==> src/rtl/asc_pkg.sv <==
`timescale 1ns / 1ps
// ----------------------------------------------------------------------------
// asc_pkg
// Shared types and constants of the adaptive scene cut detector.
// ----------------------------------------------------------------------------
package asc_pkg;

  localparam int unsigned MAX_HALF_WIDTH = 15;
  localparam int unsigned DEPTH          = 2 * MAX_HALF_WIDTH + 1;
  localparam int unsigned CNT_W          = $clog2(DEPTH + 1);
  // neighbour sum: up to DEPTH-1 scores of 32 bits plus rounding, signed
  localparam int unsigned SUM_W          = 32 + $clog2(DEPTH) + 1;
  localparam int unsigned AVG_W          = 33;
  localparam int unsigned CFG_IDX_W      = 2;
  localparam int unsigned CFG_DATA_W     = 63;

  localparam logic [CFG_IDX_W-1:0] CFG_HALF_WIDTH   = 2'd0;
  localparam logic [CFG_IDX_W-1:0] CFG_MIN_SCENE_US = 2'd1;
  localparam logic [CFG_IDX_W-1:0] CFG_MIN_SCORE    = 2'd2;
  localparam logic [CFG_IDX_W-1:0] CFG_RATIO        = 2'd3;

  localparam logic OP_FRAME = 1'b0;
  localparam logic OP_FLUSH = 1'b1;

  typedef struct packed {
    logic               opcode;
    logic               metrics_ok;
    logic signed [31:0] frame_score;
    logic [62:0]        frame_time_us;
    logic [47:0]        frame_index;
    logic signed [31:0] luma_delta;
    logic signed [31:0] hue_delta;
    logic signed [31:0] sat_delta;
  } asc_in_t;

  typedef struct packed {
    logic               cut_found;
    logic [62:0]        cut_time_us;
    logic [47:0]        cut_index;
    logic signed [31:0] cut_score;
    logic [30:0]        cut_threshold;
    logic signed [31:0] cut_luma;
    logic signed [31:0] cut_hue;
    logic signed [31:0] cut_sat;
  } asc_out_t;

  typedef struct packed {
    logic signed [31:0] score;
    logic [62:0]        time_us;
    logic [47:0]        index;
    logic signed [31:0] luma;
    logic signed [31:0] hue;
    logic signed [31:0] sat;
  } asc_entry_t;

  typedef struct packed {
    logic shift;
    logic load;
  } asc_cell_ctrl_t;

endpackage

==> src/rtl/asc_cell.sv <==
`timescale 1ns / 1ps
// ----------------------------------------------------------------------------
// asc_cell
// One window slot: loads a new frame entry or takes its neighbour's entry.
// ----------------------------------------------------------------------------
module asc_cell
  import asc_pkg::*;
(
  input  logic           clk_i,
  input  asc_cell_ctrl_t ctrl_i,
  input  asc_entry_t     next_i,
  input  asc_entry_t     new_i,
  output asc_entry_t     entry_o
);

  asc_entry_t entry_q, entry_d;

  always_comb begin
    entry_d = entry_q;
    if (ctrl_i.load) begin
      entry_d = new_i;
    end else if (ctrl_i.shift) begin
      entry_d = next_i;
    end
  end

  always_ff @(posedge clk_i) begin
    entry_q <= entry_d;
  end

  assign entry_o = entry_q;

endmodule

==> config.mk <==
export PLATFORM = sky130hd
export DESIGN_NAME = asc_cell
export DESIGN_NICKNAME = d
export VERILOG_FILES = /design/src/rtl/asc_pkg.sv /design/src/rtl/asc_cell.sv
export SDC_FILE = /design/constraint.sdc
export NUM_CORES = 1
export LEC_CHECK = 0
export BUFFER_PORTS_ARGS = -buffer_cell sky130_fd_sc_hd__buf_2
export CORE_AREA = 5 5 279 281
export CTS_CLUSTER_SIZE = 28
export DETAILED_ROUTE_END_ITERATION = 16
export DIE_AREA = 0 0 284 286
export GPL_ROUTABILITY_DRIVEN = 1
export GPL_TIMING_DRIVEN = 0
export PLACE_DENSITY = 0.35
export SLEW_MARGIN = 20
export SYNTH_ARGS = -nofsm -noshare
export SYNTH_HDL_FRONTEND = slang
export SYNTH_SLANG_ARGS = --single-unit
==> constraint.sdc <==
create_clock -name clk_i -period 11.3 [get_ports clk_i]
set_input_delay 2.26 -clock clk_i [delete_from_list [all_inputs] [get_ports clk_i]]
set_output_delay 2.26 -clock clk_i [all_outputs]
set_load 0.005 [all_outputs]
---- After elaboration in Yosys (flattened, before gate mapping) ----
Index checks and enable logic that the tools add are counted.
operators by class
  reductions and logical operators ........ 1
  mux-type cells .......................... 2
operator list
  operator           number
  $mux 239           2
  $reduce_bool 2->1  1
storage, ports and cells
  logic and storage cells ................. 9
  register bits after elaboration ......... 239

---- Logic depth before layout (Yosys ltp) ----
  word-level depth ........................ 2
  mapped depth ............................ 4

---- Worst setup path after synthesis ----
OpenSTA, ideal clock, no wires.
  kind .................................... input -> register
  start ................................... in ctrl_i[0] (netlist name)
  end ..................................... reg entry_q (netlist bit entry_o[0]) (enable)
  path buffers ............................ 3
  data arrival time ....................... 7.873 ns
  library setup time ...................... 0.618 ns
  stages .................................. 4
  slack ................................... 2.809 ns
  required time ........................... 10.682 ns
  cells stage by stage .................... buf_6 buf_8 buf_6 or2_1
on the way
  word-level cells in the longest chain between the ends .. 1
RTL lines
  what                                RTL line        source
  start, declared                     asc_cell.sv:10  input asc_cell_ctrl_t ctrl_i,
  $reduce_bool 2->1 (no source line)  -
  end signal, assigned                asc_cell.sv:28  entry_q <= entry_d;
  end, declared                       asc_cell.sv:16  asc_entry_t entry_q, entry_d;
Every way passes these cells.
A chain may end at the register's enable or synchronous reset.

---- Final worst setup path ----
  start ................................... in ctrl_i[0] (netlist name)
  end ..................................... reg entry_q (netlist bit entry_o[42]) (enable)
The elaborated chain is that of the path after synthesis.

==> key figures <==
Outcome
  • Outcome: completed

STA
  • Final setup violation count: 0
  • Fin crit period: ~3.9 ns
  • Final number of hold-violating endpoints: 0
  • Transition at the pin with the smallest max-transition slack: 0.422 ns
  • Slew Viols, Final: 0
  • Post-Route Hold Slack: 1.98 ns
  • Worst max-slew margin expressed relative to the limit: 71.9%
  • Maximum operating frequency: between 0.2 and 0.3 GHz
  • RSZ-0062 raised after global routing: no
  • Ratio of final minimum period to clock period: 34.8%

Global routing
  • Overflow left after global routing: 0
  • Met2 usage: between 15 and 20%
  • GRT busiest layer: met2
  • Number of antenna violations at the first check in global routing: 9
  • Aggregate global-route resource usage: 9.89%
  • Met3 Track Usage GR: under 10%
  • Number of global-route vias before repair: 8517
  • Pin count of the biggest net entering global routing: 50
  • Wire length of the first global-routing pass: 59.7 mm
  • Met1 global-route usage: 9.93%

Yosys
  • Most used flip-flop cell after synthesis: edfxtp_1
  • Synth cell count leaders: 239 x edfxtp_1, 199 x mux2_4, 40 x mux2_2
  • Synth Instances: 506
  • Leading area contributor after synthesis: edfxtp_1
  • Post-synth cell types: 8
  • EDFF count, synth: 239
  • Top cells by area in the synthesized netlist: edfxtp_1 65%, mux2_4 27%, mux2_2 4.1%
  • Yosys reg bits: 239
  • Avg Inst Size Synth: 21.7 um^2
  • Share of Yosys cell area claimed by the top area cell type: 65.2%
  • Part of the Yosys area used for sequential elements: 65.2%
  • Post-Syn Area: 11000 um^2
  • Most frequent cell after synthesis: edfxtp_1
  • Post-Synthesis Net Count: between 900 and 1000
  • Number of warnings issued by yosys: 0
  • Ys async rst share: 0%

Die
  • Horizontal extent of the die: 284 um
  • IO Pins: 720
  • Standard-cell rows: ~100
  • Total Die Area: 81200 um^2
  • Die extent in y: about 290 um
  • Core region area: ~75000 um^2
  • Initial Util: 14.6%

Pwr
  • Leak Pwr: between 0.007 and 0.008 uW
  • Worst IR Drop VDD: between 80 and 90 uV
  • PD cells: 145 nW/um^2

Worst setup path
  • Element type at the critical path start: input pin
  • Nature of the critical path endpoint: flop
  • Top fanout value on the critical path: 49
  • Data required time of the worst path: 11.55 ns
  • Arrival time of data at the critical path endpoint: 4.19 ns
  • Family of cells with the greatest summed delay on the critical path: buffers and inverters
  • Critical Path Slowest Stage Cell: or2_4
  • Count of buffer and inverter cells on the critical path: 6
  • Critical path cell sequence: buf_6, buf_8, buf_6, or2_4, buf_16, buf_12, buf_16
  • Longest individual stage delay on the worst path: 0.42 ns
  • Critical path class: in -> reg

Placed design
  • Count of buffers inserted at the top-level ports: 718
  • HPWL after DPL: 35.1 mm
  • Placer Congestion: 0.834
  • Placed Cells incl. Taps: 2207

Clock network
  • Total CTS buffers: 31
  • Post-CTS Repair Setup Buffers: 0
  • TritonCTS clock tree: yes
  • Number of buffers on the longest clock path: 3
  • H-tree depth: 1
  • Sink count of the clock tree: ~240
  • Clock transition at the registers of the reported paths: 0.06 ns
  • Clk Tree Root Cell: clkbuf_16
  • Count of cells resized by post-cts repair: 0
  • Post-cts hold buffer count: 0

Route
  • Via total after detailed routing: 7544
  • Via/cell ratio: 3.33
  • Initial DRC Count: 152
  • Total Wirelength: 43.0 mm
  • Final antenna-violating net count: 0
  • Number of search-and-repair iterations in the first detailed-routing pass: 4
  • Average wire per cell in the routed design: roughly 19 um
  • Number of DRC violations after detailed routing: 0

Final layout
  • Net count, final: 1743
  • Max FFs per register: 239
  • Number of non-filler instances in the completed layout: 2268
  • Layout area overhead: 53.8%
  • Share of cells above drive strength 1: 80.1%

Job
  • Max cap viols: 0

Hold path
  • Worst hold path class: in -> reg
## layer usage
layer  vias up  part of all wire, %
met4         0                  2.6
met3        56                   10
li1       3530                    -
met2       431                   53
met1      3527                   34
met5         -                    0
## layout make-up
type / instances / area, um^2
diodes: 6 / 15.0
plain buffers: 27 / 379
clock buffers: 39 / 806
clock inverters: 16 / 150
fillers: 8046 / 58300
multi-input cells: 240 / 3450
flip-flops and latches: 239 / 7180
well taps: 978 / 1220
repair buffers: 723 / 3720
## where the power goes
part	internal [uW]	switching [uW]
combinational	228	169
clock	566	387
sequential	1090	22.9
## path summary, 6_finish.rpt
kind | startpoint | to | slack (ns) | cells after the start
max | ctrl_i[0] | entry_o[42]$_DFFE_PP_ | 7.36 | 7
min | new_i[57] | entry_o[57]$_DFFE_PP_ | 1.98 | 2
## logic make-up after synthesis
| group | after synthesis | synth area share [%] |
|---|---|---|
| flip-flops | 239 | 65.2 |
| buffers and inverters | 27 | 3.45 |
| AND/OR/NAND/NOR | 1 | 0.0569 |
| multiplexers | 239 | 31.3 |
## metrics by stage
step / total power (uW) / worst slack [ns] / setup TNS (ns) / util (%) / cell area [um^2]
after floorplan: 1300 / 2.81 / 0 / - / 11000
after global placement: 1550 / -0.644 / -140.81 / 21.0 / 15800
after detailed placement: 1540 / 6.72 / 0 / 21.2 / 16000
after CTS: 2530 / 7.38 / 0 / 22.5 / 16900
after global routing: 2590 / 7.27 / 0 / 22.5 / 16900
final: 2460 / 7.36 / 0 / 22.5 / 16900
## cell usage in the layout, fill, tap and decap left out
master,n
clkinv_2,3
clkinv_1,8
mux2_4,199
mux2_2,40
buf_12,12
buf_6,11
clkbuf_16,31
clkbuf_1,8
clkinvlp_4,2
diode_2,6
buf_16,4
edfxtp_1,239
or2_4,1
bufinv_16,3
buf_8,1
buf_2,722
(Power assumes the default switching activity.)
