[src/rtl/asc_pkg.sv]
`timescale 1ns / 1ps
// ----------------------------------------------------------------------------
// asc_pkg
// Shared types and constants of the adaptive scene cut detector.
// ----------------------------------------------------------------------------
package asc_pkg;

  localparam int unsigned MAX_HALF_WIDTH = 15;
  localparam int unsigned DEPTH          = 2 * MAX_HALF_WIDTH + 1;
  localparam int unsigned CNT_W          = $clog2(DEPTH + 1);
  // neighbour sum: up to DEPTH-1 scores of 32 bits plus rounding, signed
  localparam int unsigned SUM_W          = 32 + $clog2(DEPTH) + 1;
  localparam int unsigned AVG_W          = 33;
  localparam int unsigned CFG_IDX_W      = 2;
  localparam int unsigned CFG_DATA_W     = 63;

  localparam logic [CFG_IDX_W-1:0] CFG_HALF_WIDTH   = 2'd0;
  localparam logic [CFG_IDX_W-1:0] CFG_MIN_SCENE_US = 2'd1;
  localparam logic [CFG_IDX_W-1:0] CFG_MIN_SCORE    = 2'd2;
  localparam logic [CFG_IDX_W-1:0] CFG_RATIO        = 2'd3;

  localparam logic OP_FRAME = 1'b0;
  localparam logic OP_FLUSH = 1'b1;

  typedef struct packed {
    logic               opcode;
    logic               metrics_ok;
    logic signed [31:0] frame_score;
    logic [62:0]        frame_time_us;
    logic [47:0]        frame_index;
    logic signed [31:0] luma_delta;
    logic signed [31:0] hue_delta;
    logic signed [31:0] sat_delta;
  } asc_in_t;

  typedef struct packed {
    logic               cut_found;
    logic [62:0]        cut_time_us;
    logic [47:0]        cut_index;
    logic signed [31:0] cut_score;
    logic [30:0]        cut_threshold;
    logic signed [31:0] cut_luma;
    logic signed [31:0] cut_hue;
    logic signed [31:0] cut_sat;
  } asc_out_t;

  typedef struct packed {
    logic signed [31:0] score;
    logic [62:0]        time_us;
    logic [47:0]        index;
    logic signed [31:0] luma;
    logic signed [31:0] hue;
    logic signed [31:0] sat;
  } asc_entry_t;

  typedef struct packed {
    logic shift;
    logic load;
  } asc_cell_ctrl_t;

endpackage

[src/rtl/asc_divider.sv]
`timescale 1ns / 1ps
// ----------------------------------------------------------------------------
// asc_divider
// Serial signed divider, one quotient bit per cycle, truncating toward zero.
// ----------------------------------------------------------------------------
module asc_divider
  import asc_pkg::*;
(
  input  logic                    clk_i,
  input  logic                    rst_ni,
  input  logic                    start_i,
  input  logic signed [SUM_W-1:0] num_i,
  input  logic [CNT_W-1:0]        den_i,
  output logic                    done_o,
  output logic signed [AVG_W-1:0] quot_o
);

  localparam int unsigned ITER_W = $clog2(SUM_W + 1);

  logic              busy_q, busy_d;
  logic              done_q, done_d;
  logic [ITER_W-1:0] cnt_q, cnt_d;
  logic [SUM_W-1:0]  mag_q, mag_d;
  logic [CNT_W:0]    rem_q, rem_d;
  logic [CNT_W-1:0]  den_q, den_d;
  logic              neg_q, neg_d;
  logic [CNT_W:0]    trial;
  logic [SUM_W:0]    quot_full;

  always_comb begin
    busy_d = busy_q;
    done_d = 1'b0;
    cnt_d  = cnt_q;
    mag_d  = mag_q;
    rem_d  = rem_q;
    den_d  = den_q;
    neg_d  = neg_q;
    trial  = {rem_q[CNT_W-1:0], mag_q[SUM_W-1]};
    if (start_i) begin
      busy_d = 1'b1;
      cnt_d  = ITER_W'(SUM_W);
      neg_d  = num_i[SUM_W-1];
      mag_d  = num_i[SUM_W-1] ? SUM_W'(-num_i) : SUM_W'(num_i);
      rem_d  = '0;
      den_d  = den_i;
    end else if (busy_q) begin
      if (trial >= {1'b0, den_q}) begin
        rem_d = trial - {1'b0, den_q};
        mag_d = {mag_q[SUM_W-2:0], 1'b1};
      end else begin
        rem_d = trial;
        mag_d = {mag_q[SUM_W-2:0], 1'b0};
      end
      cnt_d = cnt_q - 1'b1;
      if (cnt_q == ITER_W'(1)) begin
        busy_d = 1'b0;
        done_d = 1'b1;
      end
    end
  end

  always_ff @(posedge clk_i or negedge rst_ni) begin
    if (!rst_ni) begin
      busy_q <= 1'b0;
      done_q <= 1'b0;
      cnt_q  <= '0;
    end else begin
      busy_q <= busy_d;
      done_q <= done_d;
      cnt_q  <= cnt_d;
    end
  end

  always_ff @(posedge clk_i) begin
    mag_q <= mag_d;
    rem_q <= rem_d;
    den_q <= den_d;
    neg_q <= neg_d;
  end

  assign quot_full = neg_q ? -{1'b0, mag_q} : {1'b0, mag_q};
  assign quot_o    = AVG_W'(quot_full);
  assign done_o    = done_q;

endmodule

[config.mk]
export PLATFORM = sky130hd
export DESIGN_NAME = asc_divider
export DESIGN_NICKNAME = d
export VERILOG_FILES = /design/src/rtl/asc_pkg.sv /design/src/rtl/asc_divider.sv
export SDC_FILE = /design/constraint.sdc
export NUM_CORES = 1
export LEC_CHECK = 0
export ABC_AREA = 0
export BUFFER_PORTS_ARGS = -buffer_cell sky130_fd_sc_hd__buf_4
export CORE_MARGIN = 3
export CORE_UTILIZATION = 35
export CTS_CLUSTER_SIZE = 24
export DETAILED_ROUTE_END_ITERATION = 6
export PLACE_DENSITY_LB_ADDON = 0.08
export SYNTH_ARGS = -nofsm -noshare
export SYNTH_HDL_FRONTEND = slang
export SYNTH_SLANG_ARGS = --single-unit
[constraint.sdc]
create_clock -name clk_i -period 2.8 [get_ports clk_i]
set_input_delay 0 -clock clk_i [delete_from_list [all_inputs] [get_ports clk_i]]
set_output_delay 0 -clock clk_i [all_outputs]
set_load 0.1 [all_outputs]
======== After elaboration in Yosys (flattened, before gate mapping) ========
Cells that the tools add are included.
cells by class
  add/subtract/negate cells ............... 4
  $mul .................................... 0
  div/mod/pow operators ................... 0
  $lt $le $gt $ge ......................... 1
  eq/ne operators ......................... 1
  shift-type cells ........................ 0
  multiplexer cells ....................... 14
  bitwise logic cells ..................... 0
  reduce and logical (&&, ||, !) cells .... 1
operator list
  cell                                                  count
  two-way mux 38 bit                                    3
  negation 38 bit                                       1
  two-way mux 33 bit                                    1
  negation 33 bit                                       1
  two-way mux 6 bit                                     2
  two-way mux 1 bit                                     7
  equality test 6 x 1 -> 1 bit (second input constant)  1
  >= comparator 6 x 5 -> 1 bit                          1
  subtractor 6 x 1 -> 6 bit (second input constant)     1
  two-way mux 5 bit                                     1
  subtractor 5 bit                                      1
  nonzero test 2 bit                                    1
storage, ports and cells
  register bits after elaboration ......... 57
  latch bits .............................. 0
  bits in writable memories ............... 0
  memory bits (read-only) ................. 0
  input bits .............................. 46
  output and inout port bits .............. 34
  word-level logic and storage cells ...... 28
  memories ................................ 0

======== Logic depth before layout (Yosys ltp) ========
  word-level depth ........................ 4
  gate-level depth with buffers ........... 9
  gate-level depth less buffers ........... 9

======== Worst setup path before layout ========
OpenSTA, ideal clock, no wires.
  kind .................................... reg-to-output
  start ................................... register neg_q
  end ..................................... output quot_o[1]
  data arrival time ....................... 2.760 ns
  slack ................................... 0.040 ns
  cell stages (with the launch flop) ...... 3
  path buffers ............................ 1
  path through ............................ edfxtp_1 clkbuf_1 o21ai_0
between the ends
  word-level cells in the longest chain between the ends .. 1
ends and longest elaborated chain
  item                    RTL line           text
  start, declared         asc_divider.sv:26  logic neg_q, neg_d;
  start signal, assigned  asc_divider.sv:78  neg_q <= neg_d;
  two-way mux 33 bit      asc_divider.sv:81  assign quot_full = neg_q ? -{1'b0, mag_q} : {1'b0, mag_q};
  end, declared           asc_divider.sv:15  output logic signed [AVG_W-1:0] quot_o
No other way between the ends.

======== Final worst setup path ========
  start ................................... register mag_q[8]
  end ..................................... output quot_o[29]
between the ends
  word-level cells in the longest chain between the ends .. 2
ends and longest elaborated chain
  item                    RTL line           text
  start, declared         asc_divider.sv:23  logic [SUM_W-1:0] mag_q, mag_d;
  start signal, assigned  asc_divider.sv:75  mag_q <= mag_d;
  negation 33 bit         asc_divider.sv:81
  two-way mux 33 bit      asc_divider.sv:81
No other way between the ends.

==> flow_metrics.tcl <==
set metrics [dict create \
    synth_mux_area_share_pct 0.964 \
    ys_ff_latch 57 \
    die_h_microns 115 \
    power_density_mw_per_mm2 739 \
    synth_top_family_by_area "compound AO/OA/AOI/OAI gates" \
    syn_to_final_growth_pct 27.7 \
    setup_violations 0 \
    min_period_ns 2.72 \
    overflow 0 \
    required_ns 2.80 \
    synth-simple-area-share_pct 18.1 \
    cts_buffer_depth 2 \
    ys_seq_area_share_pct 39.0 \
    syn_area_sq_mm 0.00415 \
    vias_per_cell 5.24 \
    fin_tns_setup_ns 0 \
    die_w_microns 115 \
    dieArea_sq_mm 0.0132 \
    ios 80 \
    fin_skew_ns 0.00545 \
    start_util_pct 36.1 \
    dp_hpwl_microns 7610 \
    min_period_over_period_pct 97.1 \
    rr_startpoint "mag_q[37]" \
    rsz0062_at_grt "yes" \
    max_stage_delay_ns 0.61 \
    critical_path_arrival_ns 2.72 \
    syn-num-nets 487 \
    hold_path_class "input pin to asynchronous set/reset pin" \
    slew_violations 0 \
    synth_xor_area_share_pct 15.2 \
    clock-sinks 57 \
    timing.slew.headroom_pct 30.7 \
    synth.distinct_cells 52 \
    grt_use_total_pct 16.4 \
    synthTopCellsByArea "edfxtp_1 32%, xnor2_1 7.6%, xor2_1 7.6%" \
    power_mw 3.92 \
    htree_levels 3 \
    drive_gt1_share_pct 26.7 \
    max_freq_mhz 368 \
    synth_flop_cell "edfxtp_1" \
    core_region_area_sq_mm 0.0115 \
    r2r_slack_ns 0.43 \
    worst_slew_pin_slew_ns 1.04 \
    crit_type "flop to output pin" \
    power.leakage_nw 2.05 \
    routedWlPerCell_microns 16.3 \
    synth-compound-area-share_pct 19.0 \
    cts-root-buf "clkbuf_16" \
    slowest_stage "or4_1" \
    critPathCapture "quot_o[29]" \
    r2r_cells 9 \
    clk_latency_ns 0.32 \
    hold_viol 0 \
    crit-reg2reg-capture "rem_q[0]" \
    gp_congestion 0.808 \
    synth_top_area_cell "edfxtp_1" \
    rows 39 \
    drt-initial-drc-count 202 \
    numCtsBuffers 9 \
    vdd_ir_drop_max_mv 0.417 \
    synth_most_common_cell "nor2_1" \
    placed_area_sq_mm 0.00485 \
    end_kind "output pin" \
    startpoint_type "flop" \
    synth_top_area_share_pct 31.8 \
    synthArstFlopShare_pct 14.0 \
    grt_pass1_vias 3316 \
    antenna_found_initial 0 \
    yosys_warnings 0 \
    synth.avg_cell_area_sq_um 9.64 \
    synth_fa_ha_area_share_pct 3.19 \
    grt_pass1_wl_microns 17200 \
    cp_max_fo 5 \
    synth-edff-count 44 \
    cts_tree "yes" \
    path_cells "or4_1 -> nor3_2 -> buf_4 -> nand4_1 -> o31ai_1 -> xnor2_1 -> buf_6" \
    antennaDiodeCount 0 \
    final_antenna_net_count 0 \
    portBuffers 79 \
    status "completed" \
    num_vias 3456 \
    finalInstanceArea_sq_mm 0.00530 \
    netlist_instances 431 \
    path_clk_slew_ns 0.05 \
    remaining_drc_errors 0 \
    crit_start "mag_q[8]" \
    synth_common_cells "54 x nor2_1, 44 x edfxtp_1, 40 x a21oi_1, 36 x xnor2_1, 36 x xor2_1" \
    grt_max_degree 56 \
    wl_microns 10800 \
    max-cap-violations 0 \
    nets 567 \
    dr.pass1.iters 4 \
]
## critical path: cells and delay by family (launching register included)
family | cells | cell delay [ns]
flops | 1 | 0.42
simple gates | 3 | 1.00
compound gates | 1 | 0.32
buf+inv | 2 | 0.45
xor+xnor | 1 | 0.21
## area by class of cell
| type | count | area (sq um) |
|---|---|---|
| inverter | 14 | 52.6 |
| sequential | 57 | 1620 |
| multi-input combinational | 332 | 2390 |
| timing repair buffer | 97 | 781 |
| fill | 1133 | 6210 |
| tap | 143 | 179 |
| clock buffer | 16 | 282 |
## flip-flops by register name, summed over array words and instances, names as in the netlist
register and cells:
mag_q 38, busy_q 1, den_q 5, cnt_q 6
done_o 1, rem_q 5, neg_q 1
## layer usage
layer | track usage, % | wire length, microns | share of wire (%)
met1 | 23.6 | 5270 | 49
met2 | 24.7 | 4720 | 44
met3 | 3.89 | 656 | 6.1
met4 | 4.69 | 120 | 1.1
met5 | 0 | 0 | 0
## logic make-up (layout without fill, tap and decap cells)
| group | count (synthesis) | in the layout |
|---|---|---|
| AO/OA/AOI/OAI | 107 | 107 |
| XOR/XNOR | 72 | 72 |
| adder cells (fa/ha/maj) | 10 | 10 |
| buffers and inverters | 42 | 127 |
| flip-flops | 57 | 57 |
| multiplexers | 4 | 4 |
| AND/OR/NAND/NOR | 139 | 139 |
## metrics by stage
step	hold slack [ns]	instances	setup slack, ns	utilization [%]
final	0.0283	659	0.0821	46.0
after global routing	0.0376	659	-0.00261	46.0
after CTS	0.0195	655	-0.0154	45.3
after detailed placement	-0.174	633	0.252	42.1
after global placement	-0.173	633	0.276	42.1
after floorplan	-0.296	431	0.0401	-
## worst min path at each step
stage                     cells past startpoint  slack, ns        to
after floorplan                               0      -0.30    busy_q
after global placement                        1      -0.17  cnt_q[3]
after detailed placement                      1      -0.17  cnt_q[4]
after CTS                                     2       0.02  cnt_q[1]
after global routing                          2       0.04  cnt_q[5]
final                                         2       0.03  cnt_q[1]
## power by group
part           switching, mW  internal, mW
Combinational           1.20         0.496
Clock                  0.360         0.672
Sequential             0.133          1.06
Total                   1.69          2.22
## what timing repair did
item,in CTS,in global routing
hold buffers,6,0
gates resized for setup,7,12
endpoints found under the hold margin,13,0
gates cloned,0,0
buffers inserted,0,4
endpoints found under the setup margin,3,14
pin swaps,1,2
## layout by cell type, fill, tap and decap left out, types with 5 or more instances in the layout
cell / Yosys / final
o31ai_1: 16 / 14
dfrtp_1: 8 / 8
nor4_1: 5 / 5
xor2_1: 36 / 36
o41ai_2: 15 / 16
a21oi_1: 40 / 40
ha_1: 9 / 9
or4_1: 12 / 11
o21ai_0: 21 / 20
nand4_1: 5 / 5
xnor2_1: 36 / 36
nor3_1: 7 / 6
buf_6: 2 / 10
clkbuf_16: 0 / 9
dlygate4sd3_1: 0 / 6
dfxtp_1: 5 / 5
nand2_1: 15 / 15
edfxtp_1: 44 / 44
inv_1: 14 / 14
buf_4: 1 / 81
or3_1: 6 / 6
or2_2: 5 / 5
nor2_1: 54 / 53
(Power assumes the default switching activity.)
